--- src/wpa_pkg.sv ---
// ----------------------------------------------------------------------------
// wpa_pkg: shared types and constants of the weighted pixel accumulator
// Request and response payloads, register indexes, status codes, divider
// request bundle and fixed-point limits.
// ----------------------------------------------------------------------------
`default_nettype none

package wpa_pkg;

    localparam int DEF_MAX_WIDTH  = 256;
    localparam int DEF_MAX_HEIGHT = 256;
    localparam int DEF_BAND_LANES = 4;

    localparam int OUT_LANES = 4;
    localparam int SUM_W     = 48;
    localparam int CNT_W     = 32;
    localparam int WSUM_W    = 32;
    localparam int DIV_NUM_W = 61;
    localparam int DIV_DEN_W = 33;
    localparam int DIV_MAG_W = 60;

    localparam int CFG_IDX_W  = 2;
    localparam int CFG_DATA_W = 9;

    localparam logic [CFG_IDX_W-1:0] CFG_NUM_BANDS = 2'd0;
    localparam logic [CFG_IDX_W-1:0] CFG_SIZE_X    = 2'd1;
    localparam logic [CFG_IDX_W-1:0] CFG_SIZE_Y    = 2'd2;

    localparam logic [1:0] ST_OK       = 2'd0;
    localparam logic [1:0] ST_BAND_ERR = 2'd1;
    localparam logic [1:0] ST_IDX_ERR  = 2'd2;

    localparam logic KIND_ADD     = 1'b0;
    localparam logic KIND_EXTRACT = 1'b1;

    localparam logic signed [SUM_W-1:0] S48_MAX = 48'sh7FFF_FFFF_FFFF;
    localparam logic signed [SUM_W-1:0] S48_MIN = 48'sh8000_0000_0000;

    typedef struct packed {
        logic              kind;
        logic [7:0]        pos_x;
        logic [7:0]        pos_y;
        logic [2:0]        band_count;
        logic signed [15:0] sample_weight;
        logic signed [15:0] value0;
        logic signed [15:0] value1;
        logic signed [15:0] value2;
        logic signed [15:0] value3;
        logic              divide_by_count;
        logic              divide_by_weight;
    } t_req;

    typedef struct packed {
        logic [1:0]              status;
        logic signed [SUM_W-1:0] band_out0;
        logic signed [SUM_W-1:0] band_out1;
        logic signed [SUM_W-1:0] band_out2;
        logic signed [SUM_W-1:0] band_out3;
    } t_rsp;

    typedef struct packed {
        logic                        start;
        logic signed [DIV_NUM_W-1:0] num;
        logic signed [DIV_DEN_W-1:0] den;
    } t_div_req;

    typedef struct packed {
        logic                        done;
        logic signed [DIV_NUM_W-1:0] quo;
    } t_div_rsp;

endpackage

`default_nettype wire

--- src/wpa_div.sv ---
// ----------------------------------------------------------------------------
// wpa_div: shared iterative signed divider
// Restoring division on magnitudes, one quotient bit per cycle, quotient
// truncated toward zero.
// ----------------------------------------------------------------------------
`default_nettype none

module wpa_div (
    input  wire logic              i_clk,
    input  wire logic              i_rst_n,
    input  wire wpa_pkg::t_div_req i_req,
    output wpa_pkg::t_div_rsp      o_rsp
);

    localparam int MW = wpa_pkg::DIV_MAG_W;
    localparam int DW = wpa_pkg::DIV_DEN_W - 1;
    localparam int CW = $clog2(MW + 1);

    logic          r_busy;
    logic          r_done;
    logic [CW-1:0] r_steps;
    logic          r_neg;
    logic [DW-1:0] r_den;
    logic [DW-1:0] r_rem;
    logic [MW-1:0] r_quo;

    logic [wpa_pkg::DIV_NUM_W-1:0] num_mag;
    logic [wpa_pkg::DIV_DEN_W-1:0] den_mag;
    logic [DW:0]                   trial;
    logic                          take;
    logic [wpa_pkg::DIV_NUM_W-1:0] quo_ext;

    always_comb begin
        num_mag = i_req.num[wpa_pkg::DIV_NUM_W-1] ? -i_req.num : i_req.num;
        den_mag = i_req.den[wpa_pkg::DIV_DEN_W-1] ? -i_req.den : i_req.den;
        trial   = {r_rem, r_quo[MW-1]};
        take    = trial >= {1'b0, r_den};
        quo_ext = {1'b0, r_quo};
    end

    always_ff @(posedge i_clk) begin
        if (!i_rst_n) begin
            r_busy <= 1'b0;
            r_done <= 1'b0;
        end else begin
            r_done <= 1'b0;
            if (i_req.start) begin
                r_busy  <= 1'b1;
                r_steps <= CW'(MW);
                r_neg   <= i_req.num[wpa_pkg::DIV_NUM_W-1] ^ i_req.den[wpa_pkg::DIV_DEN_W-1];
                r_den   <= den_mag[DW-1:0];
                r_rem   <= '0;
                r_quo   <= num_mag[MW-1:0];
            end else if (r_busy) begin
                r_rem   <= take ? DW'(trial - {1'b0, r_den}) : trial[DW-1:0];
                r_quo   <= {r_quo[MW-2:0], take};
                r_steps <= r_steps - 1'b1;
                if (r_steps == CW'(1)) begin
                    r_busy <= 1'b0;
                    r_done <= 1'b1;
                end
            end
        end
    end

    assign o_rsp.done = r_done;
    assign o_rsp.quo  = r_neg ? -quo_ext : quo_ext;

endmodule

`default_nettype wire

--- config.mk ---
export PLATFORM = sky130hd
export DESIGN_NAME = wpa_div
export DESIGN_NICKNAME = d
export VERILOG_FILES = /design/src/wpa_pkg.sv /design/src/wpa_div.sv
export SDC_FILE = /design/constraint.sdc
export NUM_CORES = 1
export LEC_CHECK = 0
export BUFFER_PORTS_ARGS = -buffer_cell sky130_fd_sc_hd__buf_2
export CORE_ASPECT_RATIO = 1.5
export CORE_UTILIZATION = 55
export DETAILED_ROUTE_END_ITERATION = 8
export PLACE_DENSITY = 0.86
export SLEW_MARGIN = 20
export SYNTH_ARGS = -nofsm -noshare
export SYNTH_HDL_FRONTEND = slang
export SYNTH_SLANG_ARGS = --single-unit
--- constraint.sdc ---
create_clock -name i_clk -period 4.35 [get_ports i_clk]
set_input_delay 0.435 -clock i_clk [delete_from_list [all_inputs] [get_ports i_clk]]
set_output_delay 0.435 -clock i_clk [all_outputs]
set_load 0.01 [all_outputs]
After elaboration in Yosys (flattened, before gate mapping):

Index checks and enable logic that the tools add are counted.

* register bits after elaboration: 133
* bits of input ports: 97
* output and inout port bits: 62
* word-level logic and storage cells: 33

* add/sub/neg operators: 5
* order comparisons: 1
* equality and inequality tests: 1
* multiplexer cells: 12
* bitwise logic cells: 3
* reduce and logical (&&, ||, !) cells: 4

Operators with widths (number)
* 60-bit 2-to-1 mux: 3
* 32-bit 2-to-1 mux: 3
* 61-bit 2-to-1 mux: 1
* 60-bit negation with 61-bit output: 1
* 60-bit negation: 1
* 33-bit by 32-bit greater-or-equal comparator with 1-bit output: 1
* 32-bit negation: 1
* 32-bit subtractor: 1
* 6-bit by 1-bit equality test with 1-bit output (second input constant): 1
* 6-bit 2-to-1 mux: 1
* 6-bit by 1-bit subtractor with 6-bit output (second input constant): 1
* 1-bit 2-to-1 mux: 4
* 2-bit AND reduction: 2
* 3-bit OR reduction: 1
* 1-bit inverter: 2
* 2-bit nonzero test: 1
* 1-bit XOR: 1

Longest topological paths before layout:

Gate-level depths: netlist (run 1).

* depth after elaboration: 4
* mapped depth: 14
* depth with buffers taken out: 12

Least setup slack after synthesis (run 1):

Ideal clock, no wire load.

* kind: input-to-reg
* start point: input port i_req[94] (netlist name)
* end point: register r_quo[0], enable pin
* data arrival time: 2.956 ns
* data required time: 3.885 ns
* path slack: 0.929 ns
* cell stages on the path: 2
* buffers on the path: 1
* cells stage by stage: clkbuf_1 > o21a_1

* longest elaborated chain between the ends: 2

Ends and longest elaborated chain
* start: declaration: line wpa_div.sv:11 `input wire wpa_pkg::t_div_req i_req,`
* 2-bit nonzero test (no line)
* 2-bit AND reduction (no line)
* end signal: assignment: line wpa_div.sv:53 `r_quo <= num_mag[MW-1:0];`
* end signal: assignment: line wpa_div.sv:56 `r_quo <= {r_quo[MW-2:0], take};`
* end: declaration: line wpa_div.sv:25 `logic [MW-1:0] r_quo;`

Every way passes these cells.
A chain may end at the register's enable or synchronous reset.

==> results by group, run 1 <==
Placement
  – Placed cells: approximately 1400
  – IO buf count: about 160
  – RePlAce Congestion: 0.980
  – DP Area: 11100 µm²
  – DPL Wire Length: 19.6 mm

STA
  – Final period util: 98.0%
  – Fin. max-slew vios: 0
  – Max-Slew Margin vs Limit: roughly 34%
  – Worst Clk Skew: 0.00971 ns
  – Post-layout min period: ~4.3 ns
  – Worst-margin pin slew: 0.976 ns
  – Worst Hold Slack: 0.248 ns
  – Fin. Hold Viols: 0
  – Fmax: 0.235 GHz
  – Final setup fails: 0

GRT
  – GRT Overall Usage: 28.8%
  – First-pass GRT wire length: 43.1 mm
  – Largest net degree at the start of global routing: slightly above 90
  – Vias in the first global route: a little over 9000
  – Total gr overflow: 0
  – Initial antenna violation count: 0

Drt
  – Via count: 9005
  – Routed WL per cell: 18.4 µm
  – Detail Route Antenna Nets: 0
  – DRT Pass-1 Iters: 7
  – Initial DRC Count: ~560
  – Final WL: 26.7 mm
  – Vias per inst: 6.20
  – Drc violations: 0

Die
  – Initial Util: 56.4%
  – Row cnt: 60
  – Die footprint: 18900 µm²
  – I/O pin count: 159
  – Die Y: 168 µm
  – Die span in x: between 100 and 150 µm
  – Core area: 17900 µm²

Cells and area
  – Core Util, Final: between 60% and 70%
  – Synthesis-to-layout area growth: 15.8%
  – Fin cells: 1453
  – FF/Latch Area: 3970 µm²
  – Multi-input gate area: roughly 5800 µm²
  – Fin nets: 1358
  – Antenna cells: 0
  – Finished layout cell area: 11700 µm²
  – Fillers: 1392
  – Layout cells sized above 1: between 10% and 20%

Logic synthesis
  – Synth Instances: 1078
  – Synth Register Bits: 133
  – Synth Flop Type: edfxtp_1
  – Synth cell types: 60
  – Yosys warning total: 0
  – Number of synthesized flops with an enable pin: roughly 130
  – Syn_nets: 1213
  – Ys async rst share: 0%
  – Seq/Total Area, Yosys: just under 40%
  – Synthesized area: 10100 µm²
  – Avg Cell Area, Syn: 9.38 µm²

CTS
  – CTS tree: built
  – Root Buffer: clkbuf_16
  – Clock sink count: 133
  – Inserted Clock Buffers: 17
  – Clock insertion delay at the later pin of the skew report: about 0.43 ns
  – Clock-pin slew on the worst setup and hold paths: 0.06 ns
  – Cts hold-fix bufs: 0
  – Max clock buf depth: 2
  – CTS H-tree lvls: 4

Worst setup path
  – Beginning of the critical path: r_quo[11]
  – Reg-to-reg slack, setup: 0.60 ns
  – CP Capture Type: output pin
  – Critical Path Sink: o_rsp[48]
  – Crit-path max FO: 6
  – Critical Path RT: 3.91 ns
  – Reg-to-Reg End: r_rem[6]
  – Kind of start point of the critical path: flip-flop
  – Crit Path Class: reg2out
  – Worst EP arrival: between 3 and 4 ns
  – R2R Path Start: r_rem[14]
  – Reg2Reg Depth: 11

Pwr
  – Pwr dens: 374 nW/µm²
  – Maximum vdd drop: between 0.2 and 0.25 mV
  – Cell leakage power: 4.47 nW

Job
  – Max-cap viol count: 0

Outcome
  – Outcome: finished, final reports clean

Min path
  – Hold crit path type: in2reg
worst max-delay path, cell delays in order (launching register included):
cell and delay [ns]:
edfxtp_1 0.44, or4_1 0.59, or3_1 0.37, nand4b_1 0.30, nor2_1 0.28, nand2_1 0.21
o21a_1 0.29, a21oi_1 0.42, nand2_1 0.18, xor2_1 0.18, buf_2 0.14
stage by stage:
| step | setup slack [ns] | TNS (ns) | power [mW] |
|---|---|---|---|
| after detailed placement | 0.547 | 0 | 2.94 |
| after global routing | -0.0134 | -0.0134 | 4.58 |
| after floorplan | 0.929 | 0 | 2.56 |
| after CTS | 0.0425 | 0 | 4.38 |
| after global placement | 0.615 | 0 | 2.91 |
| final | 0.0868 | 0 | 4.39 |
cells in the mapped netlist, drive strengths merged (11+ instances only):
master  count  share of area, %
a21oi      91               4.5
o21ai      62               3.1
o41ai      32               2.9
a211oi     11              0.82
clkbuf     35               1.3
nand3      13              0.69
nand2      95               3.5
or4        28               2.2
or3        18               1.1
inv        53               2.0
o31ai      42               3.3
mux2       13               1.4
nand2b     14              0.87
xor2       65               5.6
nor2       99               3.7
nor4       11              0.74
o21a       11              0.82
ha         37               4.6
xnor2     111               9.6
mux2i      17               1.7
edfxtp    131                39
cells in the final DEF (no fill, tap or decap), types with 5 or more instances in the layout:
master       n
buf_2      157
or4_1       24
o41ai_1     28
nand2_1     95
nand4_1      6
xor2_1      65
mux2i_1     17
mux2_2      13
o21ai_0     58
or3_1       18
ha_1        37
o21a_1      10
nand2b_1    14
o31ai_1     39
a21o_1       8
nor3_1       8
clkbuf_16   17
a211oi_1    11
nand3_1     12
nor4_1       9
edfxtp_1   131
buf_4        7
or2_2        6
xnor2_1    111
inv_1       53
nor2_1      98
nand3b_1     5
a21oi_1     91
logic make-up after synthesis:
group,Yosys count,synth area share [%]
flip-flops,133,39.3
XOR/XNOR,176,15.2
multiplexers,30,3.13
AND/OR/NAND/NOR,321,15.6
buffers and inverters,93,3.55
AO/OA/AOI/OAI,287,18.4
adder cells (fa/ha/maj),38,4.77
routing by layer:
layer	track usage, %	routed length [µm]
met5	0	0
met4	17.8	1420
met3	4.82	1360
met2	52.0	14000
met1	31.2	9910
power breakdown:
group / switching [mW] / internal [mW] / total (mW)
Combinational: 0.740 / 0.549 / 1.29
Sequential: 0.0917 / 1.57 / 1.66
Clock: 0.577 / 0.859 / 1.44
Total: 1.41 / 2.98 / 4.39
worst min-delay path by stage:
stage / from / to / slack (ns) / cells past startpoint
5_1_grt: i_req[0] / r_den[0] / 0.25 / 1
3_5_place_dp: r_busy / r_done / 0.47 / 2
4_1_cts: i_req[0] / r_den[0] / 0.24 / 1
3_3_place_gp: r_busy / r_done / 0.44 / 2
2_1_floorplan: r_busy / r_done / 0.42 / 2
6_report: i_req[0] / r_den[0] / 0.25 / 1
repair_timing:
| action | CTS | global route |
|---|---|---|
| gates resized for setup | 0 | 4 |
| buffers inserted | 0 | 0 |
| endpoints found under the setup margin | 0 | 4 |
| endpoints found under the hold margin | 0 | 0 |
state kept, by name, indices dropped and copies added (netlist names):
signal   flops
r_quo       60
r_den       32
r_rem       32
r_steps      6
r_busy       1
r_done       1
r_neg        1
final cells by class:
class                      instances  area share, %
tap                              217           2.32
inverter                          53           1.70
clock inverter                    12           1.11
sequential                       133           33.9
multi-input combinational        852           49.6
timing repair buffer             166           7.50
clock buffer                      20           3.81
No activity file was read; power rests on OpenSTA's default activity.
==> run 2, diff against run 1 <==
==> constraint.sdc (replaced) <==
create_clock -name i_clk -period 5 [get_ports i_clk]
set_input_delay 0.5 -clock i_clk [delete_from_list [all_inputs] [get_ports i_clk]]
set_output_delay 0.5 -clock i_clk [all_outputs]
set_load 0.01 [all_outputs]
==> results by group, run 2 (synthesized netlist as in run 1, its figures left out) <==
STA
  – Setup TNS: 0 ns (unchanged)
  – RSZ-0062 raised after global routing: no
  – Worst Hold Slack: 0.319 ns (+0.0714 ns)
  – Max-Slew Margin vs Limit: 24.6% (-9.7 points)
  – Fin. Hold Viols: 0 (unchanged)
  – Fmax: 0.229 GHz
  – Worst Clk Skew: 0.00781 ns (-0.00190 ns)
  – Worst-margin pin slew: 1.13 ns (+0.155 ns)
  – Post-layout min period: approximately 4.4 ns
  – Post-route setup slack: 0.635 ns (+0.548 ns)
  – Final setup fails: 0 (unchanged)
  – Final period util: a little under 90%
  – Fin. max-slew vios: 0 (unchanged)

Drt
  – Detail Route Antenna Nets: 0 (unchanged)
  – DRT Pass-1 Iters: 5 (-2)
  – Final WL: 27.1 mm (+1.4%)
  – Routed WL per cell: 18.7 µm (+1.6%)
  – Drc violations: 0 (unchanged)
  – Vias per inst: 6.26 (+1.0%)
  – Initial DRC Count: 491 (-12%)
  – Via count: 9077 (+0.80%)

Worst setup path
  – Reg2Reg Depth: 11 (unchanged)
  – Crit-path max FO: 6 (unchanged)
  – Crit Path Class: reg2out
  – Reg-to-Reg End: r_rem[5]
  – Crit path cell chain: or4_1 > nor4_1 > nand4b_1 > nor2_1 > nand2_1 > nor2_1 > nand4_1 > o41ai_1 > xnor2_1 > buf_2
  – Kind of start point of the critical path: flip-flop
  – Worst EP arrival: 3.87 ns (+0.04 ns)
  – Reg-to-reg slack, setup: 1.31 ns (+0.71 ns)
  – Most common cell on crit path: nor2_1
  – R2R Path Start: r_rem[14]
  – Critical Path RT: 4.50 ns (+0.59 ns)
  – CP max stage delay: 0.62 ns (+0.03 ns)
  – Critical path's slowest cell: or4_1
  – CP Capture Type: output pin

Cells and area
  – Fin cells: 1450 (-0.21%)
  – Layout cells sized above 1: 18.7% (-0.44 points)
  – Biggest register: r_quo
  – Finished layout cell area: 11700 µm² (about the same)
  – Antenna cells: 0 (unchanged)
  – Commonest non-fill, non-tap cell in the layout: buf_2
  – Fin nets: 1355 (-0.22%)
  – Most frequent cells in the layout: buf_2 (157), edfxtp_1 (131), xnor2_1 (111), nor2_1 (99), nand2_1 (95)
  – Max FFs per register: 60 (unchanged)
  – Synthesis-to-layout area growth: 15.8% (about the same)
  – Largest registers: r_quo (60), r_den (32), r_rem (32)

Die
  – Die span in x: 113 µm (unchanged)
  – Initial Util: 56.4% (unchanged)
  – Row cnt: 60 (unchanged)
  – Die Y: 168 µm (unchanged)
  – I/O pin count: 159 (unchanged)
  – Die footprint: 18900 µm² (unchanged)
  – Core area: 17900 µm² (unchanged)

GRT
  – First-pass GRT wire length: 42.4 mm (-1.6%)
  – Total gr overflow: 0 (unchanged)
  – Initial antenna violation count: 0 (unchanged)
  – Vias in the first global route: 8747 (-3.3%)
  – GRT Overall Usage: 28.5% (-0.31 points)
  – Largest net degree at the start of global routing: 110 (+21%)

CTS
  – Post-CTS setup buffers: 0 (unchanged)
  – Cts hold-fix bufs: 0 (unchanged)
  – CTS tree: built
  – Root Buffer: clkbuf_16
  – Inserted Clock Buffers: 17 (unchanged)
  – Max clock buf depth: 2 (unchanged)
  – Clock sink count: 133 (unchanged)
  – CTS H-tree lvls: 4 (unchanged)
  – CTS resizes: 0 (unchanged)
  – Clock-pin slew on the worst setup and hold paths: 0.06 ns (about the same)
  – Clock insertion delay at the later pin of the skew report: 0.43 ns (about the same)

Placement
  – RePlAce Congestion: 0.923 (-5.8%)
  – IO buf count: 158 (unchanged)
  – Pre-CTS setup slack: 1.15 ns (+0.602 ns)
  – Placed cells: 1418 (-0.21%)
  – DPL Wire Length: 19.3 mm (-1.3%)
  – DP Area: 11100 µm² (-0.43%)

Min path
  – Hold Path Origin: i_req[0]
  – Hold crit path type: in2reg
  – Worst Hold Depth: 1 (unchanged)
  – Hold endpoint: r_den[0]

Outcome
  – Outcome: finished, final reports clean

Job
  – Max-cap viol count: 0 (unchanged)

Pwr
  – Cell leakage power: 4.47 nW (about the same)
  – Maximum vdd drop: 0.233 mV (+14%)
  – Pwr dens: 336 nW/µm² (-10%)
## run 2: area by class of cell
class	count	area [µm²]
Fill cell	1394	6230
Multi-Input combinational cell	852	5800
Sequential cell	133	3970
Timing Repair Buffer	163	831
Clock buffer	19	433
Tap cell	217	272
Clock inverter	13	206
Inverter	53	199
## run 2: per-layer routing
layer / vias to the layer above / track usage (%) / wire length (µm)
li1: 4260 / - / -
met3: 98 / 5.26 / 1870
met5: - / 0 / 0
met2: 459 / 50.8 / 14200
met1: 4260 / 31.0 / 9680
met4: 0 / 18.0 / 1350
## run 2: metrics by stage
stage,total power [mW],util (%)
floorplan,2.23,-
global route,4.10,65.3
detailed placement,2.55,61.7
CTS,3.93,65.2
finish,3.94,65.3
global placement,2.53,61.7
## run 2: worst max-delay path by stage
stage	start	end	slack, ns	depth (start not counted)
6_report	r_quo[17]	o_rsp[59]	0.63	10
5_1_grt	r_quo[18]	o_rsp[59]	0.48	10
4_1_cts	r_quo[17]	o_rsp[59]	0.68	10
3_5_place_dp	i_req[45]	r_quo[54]	1.15	9
3_3_place_gp	i_req[34]	r_quo[59]	1.17	10
2_1_floorplan	i_req[94]	r_quo[0]	1.51	2
## run 2: where the power goes
group	switching, mW	internal [mW]	total [mW]
Sequential	0.0767	1.37	1.44
Clock	0.495	0.884	1.38
Combinational	0.650	0.465	1.11
Total	1.22	2.71	3.94
## run 2: worst max-delay path: cells and delay by family (launching register included)
family | cells | cell delay (ns)
and+or+nand+nor | 7 | 2.12
AOI/OAI and AO/OA | 1 | 0.47
buffers and inverters | 1 | 0.18
DFF | 1 | 0.45
xor gates and xnor gates | 1 | 0.21
==> run 3, diff against run 2 <==
--- a/config.mk
+++ b/config.mk
@@ -5,7 +5,7 @@
 export SDC_FILE = /design/constraint.sdc
 export NUM_CORES = 1
 export LEC_CHECK = 0
-export BUFFER_PORTS_ARGS = -buffer_cell sky130_fd_sc_hd__buf_2
+export BUFFER_PORTS_ARGS = -buffer_cell sky130_fd_sc_hd__clkbuf_2
 export CORE_ASPECT_RATIO = 1.5
 export CORE_UTILIZATION = 55
 export DETAILED_ROUTE_END_ITERATION = 8
==> results by group, run 3 (synthesized netlist as in run 1, its figures left out) <==
STA
  – Post-layout min period: 4.31 ns (-0.0539 ns)
  – Worst Clk Skew: 0.0110 ns (+0.00322 ns)
  – Worst Hold Slack: 0.321 ns (+0.00186 ns)
  – Post-route setup slack: 0.689 ns (+0.0539 ns)
  – Final period util: 86.2% (-1.1 points)
  – Max-Slew Margin vs Limit: 25.9% (+1.3 points)
  – Fmax: 0.232 GHz (+1.2%)
  – RSZ-0062 raised after global routing: no
  – Final setup fails: 0 (unchanged)
  – Setup TNS: 0 ns (unchanged)
  – Worst-margin pin slew: 1.11 ns (-0.0198 ns)
  – Fin. max-slew vios: 0 (unchanged)
  – Fin. Hold Viols: 0 (unchanged)

Drt
  – DRT Pass-1 Iters: 4 (-1)
  – Initial DRC Count: 497 (+1.2%)
  – Via count: 8975 (-1.1%)
  – Drc violations: 0 (unchanged)
  – Vias per inst: 6.18 (-1.3%)
  – Routed WL per cell: 18.5 µm (-1.1%)
  – Detail Route Antenna Nets: 0 (unchanged)
  – Final WL: 26.8 mm (-0.98%)

Outcome
  – Outcome: finished, final reports clean

Worst setup path
  – R2R Path Start: r_rem[11]
  – Most common cell on crit path: nor2_1
  – Kind of start point of the critical path: flip-flop
  – CP max stage delay: 0.57 ns (-0.05 ns)
  – Crit-path max FO: 6 (unchanged)
  – Crit Path Class: reg2out
  – CP Capture Type: output pin
  – Crit path cell chain: or4_1 > or3_1 > nand4b_1 > nor2_1 > nand2_1 > nor2_1 > nand4_1 > o41ai_1 > xnor2_1 > clkbuf_2
  – Reg-to-reg slack, setup: 1.22 ns (-0.09 ns)
  – Worst EP arrival: 3.81 ns (-0.06 ns)
  – Reg2Reg Depth: 10 (-1)
  – Reg-to-Reg End: r_rem[28]
  – Critical path's slowest cell: or4_1
  – Critical Path RT: 4.50 ns (about the same)

Die
  – Die Y: 168 µm (unchanged)
  – Row cnt: 60 (unchanged)
  – Die span in x: 113 µm (unchanged)
  – Die footprint: 18900 µm² (unchanged)
  – Initial Util: 56.4% (unchanged)
  – I/O pin count: 159 (unchanged)
  – Core area: 17900 µm² (unchanged)

CTS
  – Clock insertion delay at the later pin of the skew report: 0.43 ns (about the same)
  – Max clock buf depth: 2 (unchanged)
  – CTS resizes: 0 (unchanged)
  – Cts hold-fix bufs: 0 (unchanged)
  – Root Buffer: clkbuf_16
  – Post-CTS setup buffers: 0 (unchanged)
  – Inserted Clock Buffers: 17 (unchanged)
  – Clock sink count: 133 (unchanged)
  – Clock-pin slew on the worst setup and hold paths: 0.06 ns (about the same)
  – CTS tree: built
  – CTS H-tree lvls: 4 (unchanged)

Min path
  – Hold Path Origin: i_req[0]
  – Hold endpoint: r_den[0]
  – Worst Hold Depth: 1 (unchanged)
  – Hold crit path type: in2reg

Pwr
  – Cell leakage power: 4.49 nW (+0.45%)
  – Maximum vdd drop: 0.177 mV (-24%)
  – Pwr dens: 330 nW/µm² (-1.8%)
  – Total power: 3.86 mW (-1.9%)

Cells and area
  – Synthesis-to-layout area growth: 15.6%
  – Finished layout cell area: 11700 µm² (-0.14%)
  – Biggest register: r_quo
  – Max FFs per register: 60 (unchanged)
  – Commonest non-fill, non-tap cell in the layout: clkbuf_2
  – Fin cells: 1452 (+0.14%)
  – Fin nets: 1357 (+0.15%)
  – Antenna cells: 0 (unchanged)
  – Layout cells sized above 1: 18.7% (+0.051 points)
  – Largest registers: r_quo (60), r_den (32), r_rem (32)
  – Most frequent cells in the layout: clkbuf_2 (157), edfxtp_1 (131), xnor2_1 (111), nor2_1 (99), nand2_1 (95)
  – Core Util, Final: 65.2% (-0.091 points)

GRT
  – Largest net degree at the start of global routing: 109 (-0.91%)
  – First-pass GRT wire length: 41.7 mm (-1.6%)
  – Initial antenna violation count: 0 (unchanged)
  – GRT Overall Usage: 28.2% (-0.33 points)
  – Vias in the first global route: 8543 (-2.3%)
  – Total gr overflow: 0 (unchanged)

Placement
  – Placed cells: 1420 (+0.14%)
  – Pre-CTS setup slack: 1.18 ns (+0.0281 ns)
  – IO buf count: 158 (unchanged)
  – DP Area: 11100 µm² (+0.25%)
  – DPL Wire Length: 19.5 mm (+0.86%)
  – RePlAce Congestion: 0.937 (+1.6%)

Job
  – Max-cap viol count: 0 (unchanged)
==> run 3: critical path, delay by kind of cell (launching register included) <==
kind / cells / cell delay, ns
flops: 1 / 0.46
buf+inv: 1 / 0.20
simple gates: 7 / 2.06
xor+xnor: 1 / 0.23
compound gates: 1 / 0.43
==> run 3: where the power goes <==
part | switching, mW | internal [mW] | total (mW)
Sequential | 0.0767 | 1.36 | 1.44
Combinational | 0.651 | 0.469 | 1.12
Clock | 0.502 | 0.797 | 1.30
==> run 3: worst max path at each step <==
stage / startpoint / to / slack (ns) / cells past startpoint
2_1_floorplan: i_req[94] / r_quo[0] / 1.51 / 2
3_3_place_gp: i_req[45] / r_quo[59] / 1.19 / 10
3_5_place_dp: i_req[34] / r_quo[59] / 1.18 / 10
4_1_cts: r_quo[11] / o_rsp[55] / 0.71 / 10
5_1_grt: r_quo[11] / o_rsp[59] / 0.44 / 10
6_report: r_quo[11] / o_rsp[55] / 0.69 / 10
==> run 3: per-layer routing <==
| metal | up-vias | wire length (µm) | track usage [%] |
|---|---|---|---|
| met5 | - | 0 | 0 |
| met1 | 4267 | 9750 | 29.5 |
| li1 | 4252 | - | - |
| met4 | 0 | 1270 | 16.4 |
| met3 | 87 | 1550 | 5.54 |
| met2 | 369 | 14200 | 51.9 |
==> run 3: final cells by class <==
class / instances / area [µm²]
Sequential cell: 133 / 3970
Clock buffer: 20 / 447
Fill cell: 1393 / 6250
Clock inverter: 12 / 155
Multi-Input combinational cell: 852 / 5790
Timing Repair Buffer: 165 / 858
Tap cell: 217 / 272
Inverter: 53 / 199
